`config.mk`:
```
export PLATFORM = sky130hd
export DESIGN_NAME = counting_semaphore_table
export DESIGN_NICKNAME = d
export VERILOG_FILES = /design/src/cst_pkg.sv /design/src/cst_free_slot.sv /design/src/counting_semaphore_table.sv
export SDC_FILE = /design/constraint.sdc
export NUM_CORES = 1
export LEC_CHECK = 0
export ABC_AREA = 1
export BUFFER_PORTS_ARGS = -buffer_cell sky130_fd_sc_hd__buf_2
export CAP_MARGIN = 20
export CORE_MARGIN = 4
export CORE_UTILIZATION = 55
export DETAILED_ROUTE_END_ITERATION = 12
export GPL_TIMING_DRIVEN = 0
export HOLD_SLACK_MARGIN = 0.08
export PLACE_DENSITY = 0.71
export REMOVE_ABC_BUFFERS = 1
export SYNTH_ARGS = -nofsm -noshare
export SYNTH_HDL_FRONTEND = slang
export SYNTH_HIERARCHICAL = 1
export SYNTH_SLANG_ARGS = --single-unit
```
`constraint.sdc`:
```
create_clock -name clk -period 4.4 [get_ports clk]
set_clock_uncertainty 0.05 [all_clocks]
set_input_delay 1.32 -clock clk [delete_from_list [all_inputs] [get_ports clk]]
set_output_delay 1.32 -clock clk [all_outputs]
set_load 0.005 [all_outputs]
```
`src/cst_pkg.sv`:
```
`timescale 1ns / 1ps
`default_nettype none

package cst_pkg;

	localparam int NUM_SEMS = 32;
	localparam int COUNT_WIDTH = 16;
	localparam int SLOT_W = $clog2(NUM_SEMS);

	localparam int ACTION_W = 2;
	localparam int ID_W = 8;
	localparam int INIT_W = 16;
	localparam int STATUS_W = 2;
	localparam int HANDLE_W = 5;
	localparam int NREL_W = 16;

	// Wide enough to hold the negation of the most negative count.
	localparam int WIDE_W = 33;

	typedef enum logic [ACTION_W-1:0] {
		ACT_CREATE,
		ACT_DESTROY,
		ACT_WAIT,
		ACT_SIGNAL
	} action_t;

	typedef enum logic [STATUS_W-1:0] {
		ST_OK,
		ST_BAD,
		ST_FULL,
		ST_OVF
	} status_t;

	typedef logic signed [COUNT_WIDTH-1:0] count_t;
	typedef logic signed [WIDE_W-1:0] wide_t;

	localparam count_t CNT_MAX = count_t'((64'd1 << (COUNT_WIDTH - 1)) - 64'd1);
	localparam count_t CNT_MIN = count_t'(64'd1 << (COUNT_WIDTH - 1));
	localparam wide_t CNT_MAX_X = wide_t'((64'd1 << (COUNT_WIDTH - 1)) - 64'd1);
	localparam wide_t NREL_MAX_X = wide_t'((64'd1 << NREL_W) - 64'd1);
	localparam logic [ID_W:0] NUM_SEMS_X = (ID_W + 1)'(NUM_SEMS);

	typedef struct packed {
		logic found;
		logic [SLOT_W-1:0] slot;
	} free_slot_t;

endpackage

`default_nettype wire

```
`src/cst_free_slot.sv`:
```
`timescale 1ns / 1ps
`default_nettype none

module cst_free_slot (
	input  wire logic [cst_pkg::NUM_SEMS-1:0] in_use,
	output cst_pkg::free_slot_t               free
);

	// The lowest free slot wins.
	always_comb begin
		free.found = 1'b0;
		free.slot = '0;
		for (int i = cst_pkg::NUM_SEMS - 1; i >= 0; i--) begin
			if (!in_use[i]) begin
				free.found = 1'b1;
				free.slot = cst_pkg::SLOT_W'(i);
			end
		end
	end

endmodule

`default_nettype wire

```
`src/counting_semaphore_table.sv`:
```
`timescale 1ns / 1ps
`default_nettype none

// Table of 32 counting semaphores with 16-bit signed counts. A request
// (create, destroy, wait or signal) is taken whenever start is high; busy
// stays low, so one request can enter every clock cycle. Each request gives
// exactly one result beat after it is taken: it is held in the input register,
// then one read-modify-write of the table fills the result register. The
// result is shown for a single cycle with done high and cannot be held off,
// so the receiver must take it in that cycle. A request sees every table
// update made by the requests before it. Reset frees every slot.
module counting_semaphore_table (
	input  wire logic                           clk,
	input  wire logic                           arst_n,
	input  wire logic                           start,
	output logic                                busy,
	input  wire logic [cst_pkg::ACTION_W-1:0]   action,
	input  wire logic [cst_pkg::ID_W-1:0]       sem_id,
	input  wire logic signed [cst_pkg::INIT_W-1:0] initial_count,
	output logic                                done,
	output logic [cst_pkg::STATUS_W-1:0]        status,
	output logic [cst_pkg::HANDLE_W-1:0]        handle,
	output logic                                block_caller,
	output logic                                wake_one,
	output logic                                release_all,
	output logic [cst_pkg::NREL_W-1:0]          released_waiters
);

	logic                                 valid_s1;
	cst_pkg::action_t                     action_s1;
	logic [cst_pkg::ID_W-1:0]             id_s1;
	logic signed [cst_pkg::INIT_W-1:0]    init_s1;

	logic [cst_pkg::NUM_SEMS-1:0]         in_use_q;
	cst_pkg::count_t                      count_q [cst_pkg::NUM_SEMS];

	cst_pkg::free_slot_t                  free;
	logic [cst_pkg::SLOT_W-1:0]           id_idx;
	logic                                 id_ok;
	cst_pkg::count_t                      cur;
	cst_pkg::count_t                      dec;
	cst_pkg::count_t                      inc;
	cst_pkg::wide_t                       cur_x;
	cst_pkg::wide_t                       neg_x;
	cst_pkg::wide_t                       init_x;

	cst_pkg::status_t                     st_d;
	logic [cst_pkg::HANDLE_W-1:0]         hnd_d;
	logic                                 blk_d;
	logic                                 wake_d;
	logic                                 rel_d;
	logic [cst_pkg::NREL_W-1:0]           nrel_d;
	logic                                 wr_en;
	logic [cst_pkg::SLOT_W-1:0]           wr_idx;
	cst_pkg::count_t                      wr_cnt;
	logic                                 set_use;
	logic                                 clr_use;

	logic                                 done_q;
	cst_pkg::status_t                     status_q;
	logic [cst_pkg::HANDLE_W-1:0]         handle_q;
	logic                                 block_q;
	logic                                 wake_q;
	logic                                 release_q;
	logic [cst_pkg::NREL_W-1:0]           nrel_q;

	assign busy = 1'b0;

	always_ff @(posedge clk or negedge arst_n) begin
		if (!arst_n) begin
			valid_s1 <= 1'b0;
		end else begin
			valid_s1 <= start && !busy;
		end
	end

	always_ff @(posedge clk) begin
		if (start && !busy) begin
			action_s1 <= cst_pkg::action_t'(action);
			id_s1 <= sem_id;
			init_s1 <= initial_count;
		end
	end

	cst_free_slot u_free_slot (
		.in_use (in_use_q),
		.free   (free)
	);

	assign id_idx = id_s1[cst_pkg::SLOT_W-1:0];
	assign id_ok = {1'b0, id_s1} < cst_pkg::NUM_SEMS_X;
	assign cur = count_q[id_idx];
	assign dec = cur - cst_pkg::count_t'(1);
	assign inc = cur + cst_pkg::count_t'(1);
	assign cur_x = cst_pkg::wide_t'(cur);
	assign neg_x = -cur_x;
	assign init_x = cst_pkg::wide_t'(init_s1);

	always_comb begin
		st_d = cst_pkg::ST_OK;
		hnd_d = '0;
		blk_d = 1'b0;
		wake_d = 1'b0;
		rel_d = 1'b0;
		nrel_d = '0;
		wr_en = 1'b0;
		wr_idx = id_idx;
		wr_cnt = cur;
		set_use = 1'b0;
		clr_use = 1'b0;
		if (action_s1 == cst_pkg::ACT_CREATE) begin
			priority if (init_x < 0) begin
				st_d = cst_pkg::ST_BAD;
			end else if (init_x > cst_pkg::CNT_MAX_X) begin
				st_d = cst_pkg::ST_OVF;
			end else if (!free.found) begin
				st_d = cst_pkg::ST_FULL;
			end else begin
				wr_en = 1'b1;
				wr_idx = free.slot;
				wr_cnt = cst_pkg::count_t'(init_s1);
				set_use = 1'b1;
				hnd_d = cst_pkg::HANDLE_W'(free.slot);
			end
		end else if (!id_ok || !in_use_q[id_idx]) begin
			st_d = cst_pkg::ST_BAD;
		end else begin
			unique case (action_s1)
				cst_pkg::ACT_DESTROY: begin
					wr_en = 1'b1;
					wr_cnt = '0;
					clr_use = 1'b1;
					rel_d = 1'b1;
					if (cur < 0) begin
						nrel_d = (neg_x > cst_pkg::NREL_MAX_X) ? '1 : neg_x[cst_pkg::NREL_W-1:0];
					end
				end
				cst_pkg::ACT_WAIT: begin
					if (cur == cst_pkg::CNT_MIN) begin
						st_d = cst_pkg::ST_OVF;
					end else begin
						wr_en = 1'b1;
						wr_cnt = dec;
						blk_d = dec < 0;
					end
				end
				default: begin
					if (cur == cst_pkg::CNT_MAX) begin
						st_d = cst_pkg::ST_OVF;
					end else begin
						wr_en = 1'b1;
						wr_cnt = inc;
						wake_d = inc <= 0;
					end
				end
			endcase
		end
	end

	always_ff @(posedge clk or negedge arst_n) begin
		if (!arst_n) begin
			in_use_q <= '0;
			for (int i = 0; i < cst_pkg::NUM_SEMS; i++) begin
				count_q[i] <= '0;
			end
		end else if (valid_s1) begin
			if (wr_en) begin
				count_q[wr_idx] <= wr_cnt;
			end
			if (set_use) begin
				in_use_q[wr_idx] <= 1'b1;
			end
			if (clr_use) begin
				in_use_q[wr_idx] <= 1'b0;
			end
		end
	end

	always_ff @(posedge clk or negedge arst_n) begin
		if (!arst_n) begin
			done_q <= 1'b0;
		end else begin
			done_q <= valid_s1;
		end
	end

	always_ff @(posedge clk) begin
		if (valid_s1) begin
			status_q <= st_d;
			handle_q <= hnd_d;
			block_q <= blk_d;
			wake_q <= wake_d;
			release_q <= rel_d;
			nrel_q <= nrel_d;
		end
	end

	assign done = done_q;
	assign status = status_q;
	assign handle = handle_q;
	assign block_caller = block_q;
	assign wake_one = wake_q;
	assign release_all = release_q;
	assign released_waiters = nrel_q;

`ifndef SYNTHESIS
	// A result beat always follows an accepted request, through the input and result registers.
	a_done_follows_start: assert property (@(posedge clk) disable iff (!arst_n)
		done |-> $past(start && !busy, 2))
		else $error("result beat without a request two cycles earlier");

	// A successful create leaves its slot in use.
	a_create_marks_slot: assert property (@(posedge clk) disable iff (!arst_n)
		(valid_s1 && set_use) |=> in_use_q[$past(free.slot)])
		else $error("created slot not marked in use");

	// Block, wake and release indications only come with a good status.
	a_flags_need_ok: assert property (@(posedge clk) disable iff (!arst_n)
		(done && (block_caller || wake_one || release_all)) |->
		(status == cst_pkg::ST_OK))
		else $error("indication raised on a failed request");

	// Waiters are only reported by a destroy that freed a slot.
	a_waiters_need_release: assert property (@(posedge clk) disable iff (!arst_n)
		(done && (released_waiters != '0)) |-> release_all)
		else $error("released waiters without release");
`endif

endmodule

`default_nettype wire
```
# ---- After elaboration in Yosys (flattened, before gate mapping)
# Cells that the tools add are included.
dict set report totals {
  ff_bits 598
  output_inout_bits 28
}
dict set report op_classes {
  n_reduce_logical 11
  mux 78
  order_cmp 13
  n_addsub 3
  bitwise 10
  eq_ne 4
}
# operator n
set ops {}
lappend ops {{512-bit bitwise mux} 1}
lappend ops {{6-bit two-way mux} 32}
lappend ops {{16-bit two-way mux} 11}
lappend ops {{32-bit two-way mux} 3}
lappend ops {{16-bit binary-select mux with 5-bit select} 1}
lappend ops {{16-bit demux with 5-bit select} 1}
lappend ops {{16-bit by 1-bit < comparator with 1-bit output (second input constant)} 3}
lappend ops {{33-bit by 17-bit greater-than comparator with 1-bit output (second input constant)} 1}
lappend ops {{16-bit negation with 33-bit output} 1}
lappend ops {{32-bit AND} 1}
lappend ops {{16-bit == test (second input constant)} 2}
lappend ops {{32-bit NOT} 1}
lappend ops {{32-bit OR} 1}
lappend ops {{16-bit one-hot mux with 2 select lines} 1}
lappend ops {{5-bit two-way mux} 4}
lappend ops {{16-bit by 2-bit adder with 16-bit output (second input constant)} 1}
lappend ops {{16-bit greater-than comparator (second input constant)} 1}
lappend ops {{16-bit by 1-bit less-or-equal comparator with 1-bit output (second input constant)} 1}
lappend ops {{16-bit by 2-bit subtractor with 16-bit output (second input constant)} 1}
lappend ops {{2-bit two-way mux} 7}
lappend ops {{1-bit two-way mux} 13}
lappend ops {{6-bit >= comparator (second input constant)} 2}
lappend ops {{5-bit by 6-bit < comparator with 1-bit output (second input constant)} 2}
lappend ops {{5-bit NOT with 6-bit output} 2}
lappend ops {{other kinds (17)} 25}

# ---- Depth between registers and ports, before layout
# Gate-level depths: netlist of run 1.
dict set report depth {
  word_depth 45
  depth_mapped 40
  depth_no_buf 39
}

# ---- Modules after synthesis
# The synthesis of run 1 kept the hierarchy.
# module n_inst area_each_um2 cells_each seq_area_each_um2
set by_module_without_submodules {}
lappend by_module_without_submodules {counting_semaphore_table 1 31507.7 4247 15224.6}
lappend by_module_without_submodules {cst_free_slot 1 339.1 78 0.0}

# ---- Worst setup path before layout of run 1
# No wires, ideal clock.
dict set report synth_timing {
  path_type {reg2reg}
  startpoint {register id_s1[1] (netlist bit)}
  endpoint {register nrel_q, in the netlist released_waiters[10], data pin}
  period_less_slack_ns 3.868
  arrival_time_ns 3.548
  path_slack_ns 0.532
  path_stages_with_launch 31
  n_path_buf 5
  setup_ns 0.270
  cell_sequence {edfxtp_1 buf_4 inv_4 buf_6 buf_6 buf_4 nand3_1 nand3_1 nand2_1 nand2_1 nand3_1 nand2_1 ha_1 nand3_1 nor2_1 nand2_1 nor2_1 nand4_1 ha_1 inv_1 nor3b_1 nand3_1 nor2_1 nand2_1 nor2_1 nand3_1 nand2_1 inv_2 nand2_2 buf_4 a21oi_1}
}
dict set report synth_between {
  elab_chain_cells 7
}
# element line
set synth_rtl {}
lappend synth_rtl {{from (decl)} counting_semaphore_table.sv:31} ;# logic [cst_pkg::ID_W-1:0] id_s1;
lappend synth_rtl {{from (signal assigned)} counting_semaphore_table.sv:80} ;# id_s1 <= sem_id;
lappend synth_rtl {{5-bit NOT with 6-bit output (not written as such)} counting_semaphore_table.sv:92} ;# assign cur = count_q[id_idx];
lappend synth_rtl {{16-bit binary-select mux with 5-bit select} counting_semaphore_table.sv:92}
lappend synth_rtl {{16-bit two-way mux (not written as such) (2 in series)} counting_semaphore_table.sv:92}
lappend synth_rtl {{16-bit negation with 33-bit output or 16-bit by 1-bit < comparator with 1-bit output (tied branches)} {counting_semaphore_table.sv:96, counting_semaphore_table.sv:134}}
lappend synth_rtl {{33-bit by 17-bit greater-than comparator with 1-bit output or 1-bit NOT (tied branches)} -}
lappend synth_rtl {{16-bit two-way mux or 4-bit OR reduction (tied branches)} -}
lappend synth_rtl {{to (signal assigned)} counting_semaphore_table.sv:194} ;# nrel_q <= nrel_d;
lappend synth_rtl {{to (decl)} counting_semaphore_table.sv:65} ;# logic [cst_pkg::NREL_W-1:0] nrel_q;
# Parallel ways exist; a longest one is shown, timed or not. The select of a mux whose other input is x is not followed.
# A chain may end at the register's enable or synchronous reset.

# ---- Final worst setup path of run 1
dict set report layout_timing {
  startpoint {register id_s1[2] (netlist bit)}
  endpoint {register count_q[113] (netlist bit)}
}
dict set report layout_between {
  elab_chain_cells 10
}
# element line
set layout_rtl {}
lappend layout_rtl {{5-bit NOT with 6-bit output (not written as such) or 5-bit two-way mux (tied branches)} {counting_semaphore_table.sv:92, counting_semaphore_table.sv:116}}
lappend layout_rtl {{16-bit binary-select mux with 5-bit select or 5-bit two-way mux (tied branches)} {counting_semaphore_table.sv:92, counting_semaphore_table.sv:114}}
lappend layout_rtl {{16-bit two-way mux (not written as such) or 5-bit two-way mux (tied branches)} {counting_semaphore_table.sv:92, counting_semaphore_table.sv:112}}
lappend layout_rtl {{16-bit two-way mux (not written as such) or 5-bit two-way mux (tied branches)} {counting_semaphore_table.sv:92, counting_semaphore_table.sv:111}}
lappend layout_rtl {{16-bit by 2-bit adder with 16-bit output (tied with other cells)} counting_semaphore_table.sv:94} ;# assign inc = cur + cst_pkg::count_t'(1);
lappend layout_rtl {{16-bit two-way mux (tied with other cells)} counting_semaphore_table.sv:148} ;# if (cur == cst_pkg::CNT_MAX) begin
lappend layout_rtl {{16-bit one-hot mux with 2 select lines (tied with other cells)} counting_semaphore_table.sv:128} ;# unique case (action_s1)
lappend layout_rtl {{16-bit two-way mux (tied with other cells)} counting_semaphore_table.sv:125} ;# end else if (!id_ok || !in_use_q[id_idx]) begin
lappend layout_rtl {{16-bit two-way mux (tied with other cells)} counting_semaphore_table.sv:111} ;# if (action_s1 == cst_pkg::ACT_CREATE) begin
lappend layout_rtl {{512-bit bitwise mux or 2-bit AND reduction (tied branches)} -}
lappend layout_rtl {{to (signal, indexed assignment)} counting_semaphore_table.sv:168} ;# count_q[wr_idx] <= wr_cnt;
lappend layout_rtl {{to (decl)} counting_semaphore_table.sv:35} ;# cst_pkg::count_t count_q [cst_pkg::NUM_SEMS];
# Parallel ways exist; a longest one is shown, timed or not. The select of a mux whose other input is x is not followed.

==> impl_metrics.yaml, run 1 <==
status:
  status: "completed"
yosys:
  yosys_register_bits: 598
  synth_seq_area_share: 0.478
  most_common_cell_in_the_synthesized_netlist: "sky130_fd_sc_hd__nand2_1"
  synth-edff-count: 52
  postSynth.topFlopCell: "sky130_fd_sc_hd__dfrtp_1"
  post_synth_instance_area_sq_um: 31800
  synth_top_cell_area_share: 0.429
  yosys_warnings: 6
  synth_cell_types: 54
  post_synth_inst_count: 4325
  synth_commonest_cells: "sky130_fd_sc_hd__nand2_1, sky130_fd_sc_hd__dfrtp_1, sky130_fd_sc_hd__nand3_1, sky130_fd_sc_hd__nor2_1, sky130_fd_sc_hd__inv_1"
  postSynth.asyncResetShare: 0.913
  netlist_top_cells_area: "sky130_fd_sc_hd__dfrtp_1, sky130_fd_sc_hd__nand2_1, sky130_fd_sc_hd__nand3_1, sky130_fd_sc_hd__edfxtp_1, sky130_fd_sc_hd__nand2_8"
  synth_top_cell_by_area: "sky130_fd_sc_hd__dfrtp_1"
  avgSynthCellArea_sq_um: 7.36
timing:
  setup_viol_count_final: 0
  finalHoldViolCount: 0
  final.hold.worst_slack_ps: 426
  slew_limit_headroom: 0.347
  finalCriticalPeriod_ps: 4340
  rsz0062_at_grt: "yes"
  min_period_over_period: 0.986
  final_critical_path_setup_slack_ps: 61.5
  finalMaxSlewViolations: 0
  tightest_slew_ps: 979
  max_clock_freq_mhz: 230
power_and_ir_drop:
  powerDensity_nw_per_um2: 407
  leakage_power_total_nw: 19.2
  vdd_ir_drop_max_v: 0.000300
routing:
  drt_iter0_drc: 3945
  avgRoutedWirePerCell_um: 22.2
  route.detailed.drc: 0
  routed_wl_mm: 115
  dr.pass1.iters: 8
  antenna_left: 0
  vias: 30500
  avgViaCountPerCell: 5.86
worst_setup_path:
  worst_reg2reg_path_length_in_cells: 22
  slowest_delay_ps: 450
  crit_top_cell: "sky130_fd_sc_hd__nand2_1"
  crit_slowest_cell: "sky130_fd_sc_hd__edfxtp_1"
  path_max_fanout: 28
  critical_path.top_delay_family: "simple AND/OR/NAND/NOR gates"
  critical_path_arrival_ps: 4790
  criticalPathCategory: "flop to flop"
  crit_path_end_kind: "flop"
  startpoint_type: "flop"
  crit_path_cell_trace: "buf_16 -> buf_16 -> inv_12 -> clkbuf_16 -> nand3_1 -> nand2_1 -> nand2_1 -> nand3_1 -> nand2_2 -> inv_2 -> nand2_1 -> nor3_4 -> nand2_1 -> nor2_4 -> buf_4 -> o21ai_0 -> nand2_1 -> nand3_1 -> nand2_4 -> nand2_4 -> nand2_1 -> nand2_1"
  timing.critical_path.depth: 22
  worstPathRequired_ps: 4850
  worstPathBufferInverterCount: 6
clocking:
  clock_insertion_delay_worst_skew_ps: 610
  cts_sinks: 598
  tritoncts: "done"
  cts.clk_slew.worst_paths_ps: 60
  cts-root-to-sink-buffers: 3
  cts_hold_repair.buffers: 0
  cts_root_buf: "sky130_fd_sc_hd__clkbuf_16"
  tritoncts.num_buffers: 67
  ctsHtreeMaxLevel: 3
global_routing:
  grt_usage: 0.356
  grt_start_max_net_pins: 118
  antenna_violations_before_repair: 1
  grt_pass1_vias: 28500
  global_route_overflow: 0
  wire_length_of_the_first_global_routing_pass_mm: 171
min_path:
  min_delay_path_depth: 2
  timing.hold.worst.class: "flop to flop"
cells_and_area:
  design.final.nets: 4430
  area_growth_pct: 18.4
  num_antenna_cells: 0
  drive_gt1_frac: 0.145
  layout.cell_area.non_filler_sq_um: 37700
floorplanning:
  rows: 87
  design.die.area_sq_um: 61800
  die_w_um: 249
  core-area_sq_um: 56800
  ios: 57
  initial_core_util: 0.560
  overall_die_height_um: 249
run:
  max-cap-violations: 0
placed_design:
  placed_cell_area_sq_um: 32700
  numPortBuffers: 55
  place_hpwl_mm: 65.2
  routabilityCongestion: 0.964
  dpl_worst_slack_ps: -2570
[layout make-up]
type | count | area, sq um
clock inverter | 17 | 185
clock buffer | 102 | 1990
timing repair inverter | 7 | 96.3
multi-input combinational | 3338 | 15400
tap | 756 | 946
fill | 4817 | 19100
timing repair buffer | 240 | 3210
sequential | 598 | 15200
inverter | 140 | 686
[worst reg2reg max path, stage by stage (launching register included)]
cell	delay, ps
sky130_fd_sc_hd__edfxtp_1	450
sky130_fd_sc_hd__buf_16	200
sky130_fd_sc_hd__buf_16	200
sky130_fd_sc_hd__inv_12	220
sky130_fd_sc_hd__clkbuf_16	320
sky130_fd_sc_hd__nand3_1	180
sky130_fd_sc_hd__nand2_1	210
sky130_fd_sc_hd__nand2_1	100
sky130_fd_sc_hd__nand3_1	180
sky130_fd_sc_hd__nand2_2	110
sky130_fd_sc_hd__inv_2	140
sky130_fd_sc_hd__nand2_1	140
sky130_fd_sc_hd__nor3_4	210
sky130_fd_sc_hd__nand2_1	190
sky130_fd_sc_hd__nor2_4	220
sky130_fd_sc_hd__buf_4	140
sky130_fd_sc_hd__o21ai_0	60
sky130_fd_sc_hd__nand2_1	60
sky130_fd_sc_hd__nand3_1	130
sky130_fd_sc_hd__nand2_4	200
sky130_fd_sc_hd__nand2_4	280
sky130_fd_sc_hd__nand2_1	190
sky130_fd_sc_hd__nand2_1	60
[worst paths after layout]
kind / startpoint / endpoint / slack, ps
worst max-delay path: id_s1[2] / count_q[113] / 60
worst min-delay path: count_q[216] / count_q[216] / 430
worst max register to register: id_s1[2] / count_q[113] / 60
worst min register to register: count_q[216] / count_q[216] / 430
max in group asynchronous: arst_n / count_q[104] / 1360
min in group asynchronous: arst_n / count_q[465] / 590
[kinds of logic (layout without fill, tap and decap cells)]
logic type	after synthesis	after routing	share of synthesized area
adders and majority gates	9	9	0.00354
other	1	1	0.000118
muxes	6	6	0.00212
xor gates and xnor gates	14	14	0.00385
and+or+nand+nor	3113	3116	0.406
buffers and inverters	392	506	0.0736
DFF	598	598	0.478
AOI/OAI and AO/OA	192	192	0.0324
[flip-flops by register name (all words and copies together) (netlist names), 2 cells and up]
name and count:
id_s1 8, released_waiters 16, action_s1 2, status 2, in_use_q 32, init_s1 16, handle 5, count_q 512
[metal layers]
layer | vias to the layer above | GRT usage | share of wire
met5 | - | 0 | 0.00041
met4 | 4 | 0.200 | 0.061
met3 | 410 | 0.0851 | 0.12
met2 | 1798 | 0.525 | 0.44
met1 | 14500 | 0.486 | 0.38
li1 | 13700 | - | -
[cell usage in the layout (no fill, tap or decap), drive strengths merged, types with 2 or more instances in the layout]
cell / synthesis / routed
o31ai: 2 / 2
dfrtp: 546 / 546
xor2: 13 / 13
a211oi: 2 / 2
a32oi: 2 / 2
nor3: 13 / 13
bufbuf: 0 / 5
mux2: 6 / 6
bufinv: 0 / 3
nand2: 2492 / 2495
o211ai: 4 / 4
o21ai: 91 / 91
a31oi: 4 / 4
ha: 9 / 9
clkinvlp: 0 / 8
nand3: 466 / 466
clkinv: 5 / 16
o21bai: 2 / 2
edfxtp: 52 / 52
clkbuf: 26 / 108
buf: 226 / 229
inv: 135 / 137
a21oi: 77 / 77
o22ai: 2 / 2
nand4: 14 / 14
nor2: 124 / 124
[metrics by stage]
step	total power, mW	setup TNS, ps	util	std cells
2_1_floorplan	7.86	-4291370	-	4073
3_3_place_gp	8.81	-	0.551	4884
3_5_place_dp	9.11	-1109340	0.576	4936
4_1_cts	15.1	-1090	0.649	5175
5_1_grt	15.9	-8750	0.663	5198
6_report	15.3	0	0.663	5198
[repair_timing]
item / in CTS / in global routing
endpoints found under the hold margin: 0 / 0
cloned: 24 / 7
resized for setup: 139 / 153
endpoints found under the setup margin: 565 / 558
setup buffers: 97 / 19
pin swaps: 29 / 28
[report_power, final]
group          total, mW  switching (mW)  internal (mW)  leakage [nW]
Sequential          6.32           0.277           6.04          7.95
Clock               5.65            2.36           3.30          1.06
Combinational       3.36            2.24           1.12          10.2
No activity file was read; power rests on OpenSTA's default activity.
==> run 2, diff against run 1 <==
- PLACE_DENSITY: 0.71 -> 0.74
- clock period: 4.4 -> 3.9 ns (I/O delays scaled with it)
==> run 2 against run 1 <==
Critical path depth decreased by 2; register-to-register slack worse by 580 ps; final cell count increased by 1.7%; largest power group unchanged; critical path type unchanged; clock power grew 11%; the run now ends with negative setup slack left; setup slack worse by 580 ps; sequential power up 13%.
==> impl_metrics.yaml, run 2 (same netlist as run 1, synthesis figures left out) <==
status:
  status: "finished with violations"
  failed_checks: "negative setup slack"
timing:
  setup_viol_count_final: 535
  rsz0062_at_grt: "yes"
  finalMaxSlewViolations: 0
  setup-tns-final_ps: -238930
  slew_limit_headroom: 0.296
  min_period_over_period: 1.13
  tightest_slew_ps: 1060
  final_critical_path_setup_slack_ps: -517
  finalHoldViolCount: 0
  max_clock_freq_mhz: 226
  finalCriticalPeriod_ps: 4420
floorplanning:
  die_w_um: 249
  ios: 57
  rows: 87
  design.die.area_sq_um: 61800
  initial_core_util: 0.560
  core-area_sq_um: 56800
  overall_die_height_um: 249
routing:
  vias: 31100
  avgRoutedWirePerCell_um: 21.9
  route.met2.wl_mm: 50.6
  highest_layer: "met4"
  avgViaCountPerCell: 5.89
  route.detailed.drc: 0
  wirelength_met1_mm: 43.7
  antenna_left: 0
  dr.pass1.iters: 7
  drt_iter0_drc: 4839
  met3_wirelength_mm: 14.7
  routed_wl_mm: 116
cells_and_area:
  design.final.nets: 4522
  registers_with_the_most_flip_flops: "count_q x512, in_use_q x32"
  area_growth_pct: 22.0
  num_antenna_cells: 0
  mostFrequentLayoutCells: "sky130_fd_sc_hd__nand2_1, sky130_fd_sc_hd__dfrtp_1, sky130_fd_sc_hd__nand3_1, sky130_fd_sc_hd__buf_4, sky130_fd_sc_hd__inv_1"
  nFillCells: 4524
  max_flop_register: "count_q"
  final_common_cell: "sky130_fd_sc_hd__nand2_1"
  largest_register_ff_count: 512
  drive_gt1_frac: 0.170
power_and_ir_drop:
  leakage_power_total_nw: 19.8
  powerDensity_nw_per_um2: 446
  vdd_ir_drop_max_v: 0.000360
  finalPower_mw: 17.3
placed_design:
  routabilityCongestion: 0.944
  numPortBuffers: 55
  place_hpwl_mm: 62.8
clocking:
  ctsHtreeMaxLevel: 3
  cts_sinks: 598
  cts-root-to-sink-buffers: 3
  tritoncts: "done"
  cts_root_buf: "sky130_fd_sc_hd__clkbuf_16"
  tritoncts.num_buffers: 66
  clock_insertion_delay_worst_skew_ps: 630
  cts.clk_slew.worst_paths_ps: 60
worst_setup_path:
  crit_slowest_cell: "sky130_fd_sc_hd__edfxtp_1"
  timing.critical_path.depth: 20
  rrSetupSlack_ps: -520
  slowest_delay_ps: 1050
  endpoint: "count_q[229]"
  reg_to_reg_start: "id_s1[4]"
  crit_path_end_kind: "flop"
  critical_path_arrival_ps: 4880
  crit_path_cell_trace: "inv_2 -> nand3_4 -> nand2_8 -> buf_4 -> inv_4 -> ha_2 -> nand2_2 -> nor2_4 -> nand2_2 -> nor2_4 -> nand2_1 -> nand2_1 -> inv_2 -> nand2_1 -> nand4_1 -> nand2_2 -> nand3_2 -> buf_12 -> nand2_1 -> nand2_1"
  r2r-end: "count_q[229]"
  worst_reg2reg_path_length_in_cells: 20
  worstPathBufferInverterCount: 5
  worstPathRequired_ps: 4360
  critical_path.startpoint: "id_s1[4]"
  startpoint_type: "flop"
  crit_top_cell: "sky130_fd_sc_hd__nand2_1"
  criticalPathCategory: "flop to flop"
  critical_path.top_delay_family: "simple AND/OR/NAND/NOR gates"
  path_max_fanout: 32
min_path:
  timing.hold.worst.class: "primary input to asynchronous set/reset pin"
global_routing:
  grt_pass1_vias: 28700
  wire_length_of_the_first_global_routing_pass_mm: 170
  grt_start_max_net_pins: 116
  antenna_violations_before_repair: 0
  global_route_overflow: 0
  grt_usage: 0.351
run:
  max-cap-violations: 0
[run 2: changes by cell type in the layout (fill, tap and decap cells not counted), sizes merged]
cell,before,now
buf,229,318
clkbuf,108,98
clkinv,16,23
clkinvlp,8,3
inv,137,142
bufbuf,5,8
nand2,2495,2493
[run 2: layout make-up]
cell class | count | area [sq um] | share of cell area
clock inverter | 24 | 234 | 0.00602
sequential | 598 | 15200 | 0.392
timing repair inverter | 7 | 93.8 | 0.00242
inverter | 140 | 732 | 0.0188
clock buffer | 89 | 1870 | 0.0481
multi-input combinational | 3336 | 15500 | 0.399
timing repair buffer | 335 | 4230 | 0.109
tap | 756 | 946 | 0.0243
[run 2: per-stage QoR]
| stage | hold slack (ps) | cells | cell area [sq um] | utilization | setup slack (ps) |
|---|---|---|---|---|---|
| floorplan | 399 | 4073 | 30100 | - | -8520 |
| global placement | 411 | 4884 | 31300 | 0.551 | -20320 |
| detailed placement | 415 | 4933 | 32700 | 0.575 | -2760 |
| CTS | 370 | 5141 | 37000 | 0.651 | -374 |
| global route | 387 | 5285 | 38900 | 0.684 | -559 |
| finish | 376 | 5285 | 38900 | 0.684 | -517 |
[run 2: metal layers]
metal  track usage  vias up
li1              -    13900
met1         0.481    14700
met2         0.519     2099
met3        0.0855      438
met4         0.189        0
met5             0        -
[run 2: how the worst min path moves through the flow]
stage               depth (start not counted)          from            to
floorplan                                   2  count_q[480]  count_q[480]
global placement                            2  count_q[292]  count_q[292]
detailed placement                          2  count_q[316]  count_q[316]
CTS                                         1        arst_n  count_q[253]
global route                                1        arst_n  count_q[237]
finish                                      1        arst_n  count_q[253]
[run 2: repair_timing]
item,CTS,global route
pin swaps,43,52
gates cloned,29,8
endpoints found under the setup margin,565,562
hold buffers,0,0
gates resized for setup,254,118
buffers inserted,66,136
[run 2: power by group]
group	leakage [nW]	total, mW	internal (mW)	switching, mW
Sequential	7.95	7.15	6.82	0.329
Combinational	10.8	3.93	1.35	2.58
Clock	1.05	6.27	3.58	2.69
[run 2: worst reg2reg max path, stage by stage (launching register included)]
cell                       delay [ps]
sky130_fd_sc_hd__edfxtp_1        1050
sky130_fd_sc_hd__inv_2            600
sky130_fd_sc_hd__nand3_4          350
sky130_fd_sc_hd__nand2_8          100
sky130_fd_sc_hd__buf_4            160
sky130_fd_sc_hd__inv_4            100
sky130_fd_sc_hd__ha_2             220
sky130_fd_sc_hd__nand2_2          100
sky130_fd_sc_hd__nor2_4           120
sky130_fd_sc_hd__nand2_2          130
sky130_fd_sc_hd__nor2_4           180
sky130_fd_sc_hd__nand2_1           90
sky130_fd_sc_hd__nand2_1          130
sky130_fd_sc_hd__inv_2            100
sky130_fd_sc_hd__nand2_1           80
sky130_fd_sc_hd__nand4_1          120
sky130_fd_sc_hd__nand2_2          140
sky130_fd_sc_hd__nand3_2           90
sky130_fd_sc_hd__buf_12           170
sky130_fd_sc_hd__nand2_1          190
sky130_fd_sc_hd__nand2_1           60
